==> src/prx_pkg.sv <==
// prx_pkg: shared types, sizes and codes for the pixel replicate upscaler.
// No dependencies; imported by prx_seq and pixel_replicate_upscaler.
`timescale 1ns / 1ps
`default_nettype none

package prx_pkg;

    // Sizing
    localparam int MAX_WIDTH = 1024;   // pixels per source scanline, upper bound
    localparam int MAX_SCALE = 16;     // replication count, upper bound

    localparam int ADDR_W  = (MAX_WIDTH > 1) ? $clog2(MAX_WIDTH) : 1;
    localparam int WIDTH_W = $clog2(MAX_WIDTH + 1);
    localparam int SCALE_W = $clog2(MAX_SCALE + 1);
    localparam int REP_W   = (MAX_SCALE > 1) ? $clog2(MAX_SCALE) : 1;

    localparam int PIXEL_W = 24;

    // Register field widths are fixed by the register map
    localparam int CFG_SCALE_BITS = 5;
    localparam int CFG_WIDTH_BITS = 11;
    localparam int CFG_DATA_W     = 11;
    localparam int CFG_INDEX_W    = 1;

    // Register indexes
    localparam logic [CFG_INDEX_W-1:0] CFG_SCALE = 1'b0;
    localparam logic [CFG_INDEX_W-1:0] CFG_WIDTH = 1'b1;

    // Input operations
    localparam logic OP_LOAD = 1'b0;
    localparam logic OP_PULL = 1'b1;

    // Result kinds
    localparam logic KIND_PIXEL = 1'b0;
    localparam logic KIND_PAD   = 1'b1;

    typedef struct packed {
        logic       operation;
        logic [7:0] blue;
        logic [7:0] green;
        logic [7:0] red;
    } t_in_word;

    typedef struct packed {
        logic       kind;
        logic [7:0] out_blue;
        logic [7:0] out_green;
        logic [7:0] out_red;
        logic       row_end;
        logic       pass_end;
    } t_out_word;

    // Sequencer to datapath: result tags and line buffer port controls
    typedef struct packed {
        logic              res_valid;
        logic              kind;
        logic              row_end;
        logic              pass_end;
        logic              rd_en;
        logic [ADDR_W-1:0] rd_addr;
        logic              wr_en;
        logic [ADDR_W-1:0] wr_addr;
    } t_seq_ctl;

endpackage

`default_nettype wire

==> src/prx_seq.sv <==
// prx_seq: configuration registers and load/emit sequencer of the upscaler.
// Depends on prx_pkg.
`timescale 1ns / 1ps
`default_nettype none

module prx_seq
    import prx_pkg::*;
(
    input  wire logic                   i_clk,
    input  wire logic                   i_rst_n,
    input  wire logic                   i_cfg_wr,
    input  wire logic [CFG_INDEX_W-1:0] i_cfg_index,
    input  wire logic [CFG_DATA_W-1:0]  i_cfg_data,
    input  wire logic                   i_accept,
    input  wire logic                   i_operation,
    output t_seq_ctl                    o_ctl
);

    // Effective (clamped) configuration
    logic [SCALE_W-1:0] r_scale, n_scale;
    logic [WIDTH_W-1:0] r_width, n_width;

    logic [WIDTH_W-1:0] r_load_count, n_load_count;
    logic               r_emitting, n_emitting;
    logic [WIDTH_W-1:0] r_column, n_column;
    logic [REP_W-1:0]   r_hrep, n_hrep;
    logic [REP_W-1:0]   r_vrep, n_vrep;
    logic [1:0]         r_pad_count, n_pad_count;

    logic [1:0]         pad;
    logic [WIDTH_W-1:0] load_inc;
    logic [WIDTH_W-1:0] col_inc;
    logic [REP_W:0]     hrep_inc;
    logic [REP_W:0]     vrep_inc;
    logic [2:0]         pad_inc;
    logic [CFG_SCALE_BITS-1:0] cfg_scale;
    logic [CFG_WIDTH_BITS-1:0] cfg_width;
    int unsigned        row_bytes;

    // Padding bytes per output row: only the low two bits of width and scale matter
    always_comb begin
        row_bytes = 32'd3 * 32'(r_width[1:0]) * 32'(r_scale[1:0]);
        pad       = 2'(32'd4 - (row_bytes & 32'd3));
    end

    // Configuration writes, clamped on the way in
    always_comb begin
        n_scale   = r_scale;
        n_width   = r_width;
        cfg_scale = i_cfg_data[CFG_SCALE_BITS-1:0];
        cfg_width = i_cfg_data[CFG_WIDTH_BITS-1:0];
        if (i_cfg_wr) begin
            case (i_cfg_index)
                CFG_SCALE: begin
                    if (cfg_scale == '0) begin
                        n_scale = SCALE_W'(1);
                    end else if (32'(cfg_scale) > MAX_SCALE) begin
                        n_scale = SCALE_W'(MAX_SCALE);
                    end else begin
                        n_scale = SCALE_W'(cfg_scale);
                    end
                end
                CFG_WIDTH: begin
                    if (cfg_width == '0) begin
                        n_width = WIDTH_W'(1);
                    end else if (32'(cfg_width) > MAX_WIDTH) begin
                        n_width = WIDTH_W'(MAX_WIDTH);
                    end else begin
                        n_width = WIDTH_W'(cfg_width);
                    end
                end
                default: begin
                end
            endcase
        end
    end

    // Load/emit sequencing
    always_comb begin
        n_load_count = r_load_count;
        n_emitting   = r_emitting;
        n_column     = r_column;
        n_hrep       = r_hrep;
        n_vrep       = r_vrep;
        n_pad_count  = r_pad_count;
        o_ctl        = '0;
        load_inc     = r_load_count + WIDTH_W'(1);
        col_inc      = r_column + WIDTH_W'(1);
        hrep_inc     = {1'b0, r_hrep} + (REP_W+1)'(1);
        vrep_inc     = {1'b0, r_vrep} + (REP_W+1)'(1);
        pad_inc      = {1'b0, r_pad_count} + 3'd1;

        if (i_accept) begin
            if (i_operation == OP_LOAD) begin
                if (!r_emitting) begin
                    if (r_load_count < r_width) begin
                        o_ctl.wr_en   = 1'b1;
                        o_ctl.wr_addr = r_load_count[ADDR_W-1:0];
                        n_load_count  = load_inc;
                    end
                    if (n_load_count >= r_width) begin
                        n_emitting  = 1'b1;
                        n_column    = '0;
                        n_hrep      = '0;
                        n_vrep      = '0;
                        n_pad_count = '0;
                    end
                end
            end else if (r_emitting) begin
                o_ctl.res_valid = 1'b1;
                if (r_column < r_width) begin
                    o_ctl.kind    = KIND_PIXEL;
                    o_ctl.rd_en   = 1'b1;
                    o_ctl.rd_addr = r_column[ADDR_W-1:0];
                    if (32'(hrep_inc) >= 32'(r_scale)) begin
                        n_hrep   = '0;
                        n_column = col_inc;
                    end else begin
                        n_hrep = hrep_inc[REP_W-1:0];
                    end
                    o_ctl.row_end = (n_column >= r_width) && (pad == 2'd0);
                end else begin
                    o_ctl.kind    = KIND_PAD;
                    n_pad_count   = pad_inc[1:0];
                    o_ctl.row_end = pad_inc >= {1'b0, pad};
                end

                if (o_ctl.row_end) begin
                    n_column    = '0;
                    n_hrep      = '0;
                    n_pad_count = '0;
                    if (32'(vrep_inc) >= 32'(r_scale)) begin
                        o_ctl.pass_end = 1'b1;
                        n_vrep         = '0;
                        n_emitting     = 1'b0;
                        n_load_count   = '0;
                    end else begin
                        n_vrep = vrep_inc[REP_W-1:0];
                    end
                end
            end
        end
    end

    always_ff @(posedge i_clk) begin
        if (!i_rst_n) begin
            r_scale      <= SCALE_W'(1);
            r_width      <= WIDTH_W'(1);
            r_load_count <= '0;
            r_emitting   <= 1'b0;
            r_column     <= '0;
            r_hrep       <= '0;
            r_vrep       <= '0;
            r_pad_count  <= '0;
        end else begin
            r_scale      <= n_scale;
            r_width      <= n_width;
            r_load_count <= n_load_count;
            r_emitting   <= n_emitting;
            r_column     <= n_column;
            r_hrep       <= n_hrep;
            r_vrep       <= n_vrep;
            r_pad_count  <= n_pad_count;
        end
    end

endmodule

`default_nettype wire

==> config.mk <==
export PLATFORM = sky130hd
export DESIGN_NAME = prx_seq
export DESIGN_NICKNAME = d
export VERILOG_FILES = /design/src/prx_pkg.sv /design/src/prx_seq.sv
export SDC_FILE = /design/constraint.sdc
export NUM_CORES = 1
export LEC_CHECK = 0
export BUFFER_PORTS_ARGS = -buffer_cell sky130_fd_sc_hd__buf_4
export CELL_PAD_IN_SITES_DETAIL_PLACEMENT = 0
export CELL_PAD_IN_SITES_GLOBAL_PLACEMENT = 1
export CORE_UTILIZATION = 48
export DETAILED_ROUTE_END_ITERATION = 8
export HOLD_SLACK_MARGIN = 0.03
export PLACE_DENSITY_LB_ADDON = 0.1
export REMOVE_ABC_BUFFERS = 1
export SYNTH_ARGS = -nofsm -noshare
export SYNTH_HDL_FRONTEND = slang
export SYNTH_SLANG_ARGS = --single-unit
==> constraint.sdc <==
create_clock -name i_clk -period 10.3 [get_ports i_clk]
set_clock_uncertainty 0.15 [all_clocks]
set_input_delay 1.03 -clock i_clk [delete_from_list [all_inputs] [get_ports i_clk]]
set_output_delay 1.03 -clock i_clk [all_outputs]
set_load 0.05 [all_outputs]
==> flow_summary.ini <==
[die]
placementRows = 33
die_w_um = 95.8
io_pins = 43
die-area_um2 = 9170
start_util_pct = 50.4
die_h_um = 95.8
core_area_um2 = 8380

[setup_path]
r2r_end = r_vrep[3]
arrival_ns = 4.18
start_kind = flop
end_kind = output pin
reg2reg_depth = 16
cp_data_required_time_ns = 9.12
crit_type = reg2out
rrSetupSlack_ns = 5.39
path_max_fanout = 10
worstReg2RegStart = r_width[8]

[synthesis]
yosys.cell_types.count = 60
async_flop_share_pct = 0
synth-seq-cells = 49
syn-cell-area_um2 = 4220
synthCells = 529
synth_seq_area_share_pct = 23.2
syn_area_per_cell_um2 = 7.98
synth_area_leaders = dfxtp_1 (23%), ha_1 (18%), a21oi_1 (5.0%), nand2_1 (4.1%), xnor2_1 (3.7%)
synth_top_area_share_pct = 23.2
yosys_warnings = 0
synth_top_cell_by_area = dfxtp_1
synthFlopType = dfxtp_1
synth-edff-count = 0

[power_and_ir_drop]
ir_drop_v = 0.0000751
powerDensity_nw_per_um2 = 105
leakage_uw = 0.00198
p_total_uw = 490

[min_path]
hp-class = reg2reg
hp-start = r_width[10]
whs_endpoint = r_width[10]
min_path_cells = 2

[finish]
final_net_count = 635
final_layout_size_suffix_gt1_share_pct = 11.7
fin_util_pct = 55.9
area_delta_synth_final_pct = 10.9
fin_cells = 662
n_antenna_cell = 0

[detailed_routing]
vias = 3974
drt_iter0_markers = 168
firstDrtPassIters = 4
ant_nets = 0
routedWlPerCell_um = 17.1
totalWireLength_mm = 11.3
drc = 0
viasPerCell = 6.00

[clock_network]
cts_root_buf = clkbuf_8
cts_buffers = 5
ctsResizeCount = 0
cts_setup_buffers = 0
cts_hold_buffers = 0
clk_latency_ns = 0.32
clockBufferDepth = 2
h-tree-depth = 2
cts_tree = done
clock_sinks = 49
clk_pin_slew_ns = 0.11

[sta]
fin_ws_ns = 4.94
maxSlewHeadroom_pct = 51.3
finalCritPeriodShare_pct = 52.0
rsz0062_at_grt = false
fin_tns_setup_ns = 0
setup_viol = 0
fin_crit_ns = 5.36
drv_slew = 0
timing.final.hold_violations = 0
worstMarginPinSlew_ns = 0.727
fmax_ghz = 0.187

[place]
dp.cells = 654
io_buffers = 42
pre_cts_ws_ns = 5.28
gp_congestion = 0.921
dpl.hpwl_mm = 8.45

[grt]
antenna_found_initial = 0
grt_overflow = 0
grtUsageTotal_pct = 26.1
grt_first_pass_wirelength_mm = 18.4
grt_pass1_vias = 3688
grt_max_degree = 37

[status]
outcome = finished clean

[run]
cap_violations = 0
[metrics by stage]
step	hold slack (ns)	instance area, um2
final	0.316	4680
after global routing	0.339	4680
after CTS	0.317	4680
after detailed placement	0.301	4590
after global placement	0.299	4590
after floorplan	0.286	4120
[synthesized netlist by cell type, types with 5 or more instances]
cell       n
a22oi_1    8
nand3_1   22
clkbuf_1  18
ha_1      61
inv_1     28
nor3_1    10
and3_1     7
nor3b_1    6
a21oi_1   42
and2_1    23
nand2_1   46
a21o_1     8
buf_2      6
or3_1      6
nand2b_1   6
and4_1     5
nand4_1   16
o22ai_1   10
mux2i_1    6
a31oi_1   15
dfxtp_1   49
o21ai_0   14
xnor2_1   18
nor2b_1    5
nor2_1    34
[sequential cells by signal, indices dropped and copies added, names as in the netlist]
| register | count |
|---|---|
| r_emitting | 1 |
| r_width | 11 |
| r_scale | 5 |
| r_load_count | 11 |
| r_vrep | 4 |
| r_hrep | 4 |
| r_column | 11 |
| r_pad_count | 2 |
[where the power goes]
part           internal [uW]  switching, uW
logic                   61.9           97.1
registers                196           9.39
clock network           49.3           76.7
total                    307            183
[routing by layer]
layer,global-route usage (%),vias up,wire length (um)
li1,-,2007,-
met1,33.8,1872,5400
met2,45.3,81,5310
met3,3.16,14,415
met4,7.71,0,192
met5,0,-,0
[cells in the final DEF (no fill, tap or decap), types with 5 or more instances in the layout]
cell type and instances:
xnor2_1 18, nand4_1 16, nand2b_1 6, ha_1 61, dfxtp_1 49, a31oi_1 15
and4_1 5, nor2b_1 5, nor3b_1 6, o21ai_0 14, clkbuf_8 5, or3_1 6
buf_4 45, inv_1 28, mux2i_1 6, nor2_1 34, a22oi_1 8, and3_1 7
nand3_1 22, nand2_1 46, a21oi_1 42, nor3_1 10, a21o_1 8, o22ai_1 10
and2_1 23
[how the worst max path moves through the flow]
stage / from / endpoint / slack [ns]
after floorplan: r_hrep[0] / o_ctl[22] / 4.89
after global placement: r_hrep[0] / o_ctl[22] / 5.41
after detailed placement: r_hrep[0] / o_ctl[22] / 5.28
after CTS: r_hrep[0] / o_ctl[22] / 4.92
after global routing: r_hrep[0] / o_ctl[22] / 4.57
final: r_hrep[0] / o_ctl[22] / 4.94
[layout make-up]
cell class                      count  area [um2]
Sequential cell                    49         981
Multi-Input combinational cell    427        3030
Tap cell                          105         131
Timing Repair Buffer               45         338
Clock buffer                        5        68.8
Clock inverter                      3        25.0
Inverter                           28         105
Fill cell                         841        3700
[critical path, cell delays in order (launching register included)]
cell and delay [ns]:
dfxtp_1 0.37, ha_1 0.25, xor2_1 0.15, ha_1 0.30, a21o_1 0.11, a31oi_1 0.04, o21ai_2 0.38, and3_1 0.26
nand4_1 0.17, xnor2_1 0.18, ha_1 0.30, nand4_1 0.09, nor2_1 0.19, a2111oi_4 0.10, o32ai_2 0.36, o21ai_0 0.20
nor3_1 0.21, buf_4 0.23
[cells by family after synthesis]
group | after synthesis | share of synthesized area [%]
fa+ha+maj | 62 | 18.6
mux | 8 | 1.96
xor+xnor | 22 | 4.56
flops | 49 | 23.2
buf+inv | 53 | 4.89
compound gates | 131 | 20.9
simple gates | 204 | 25.9
Power figures use the tool's default switching activity.
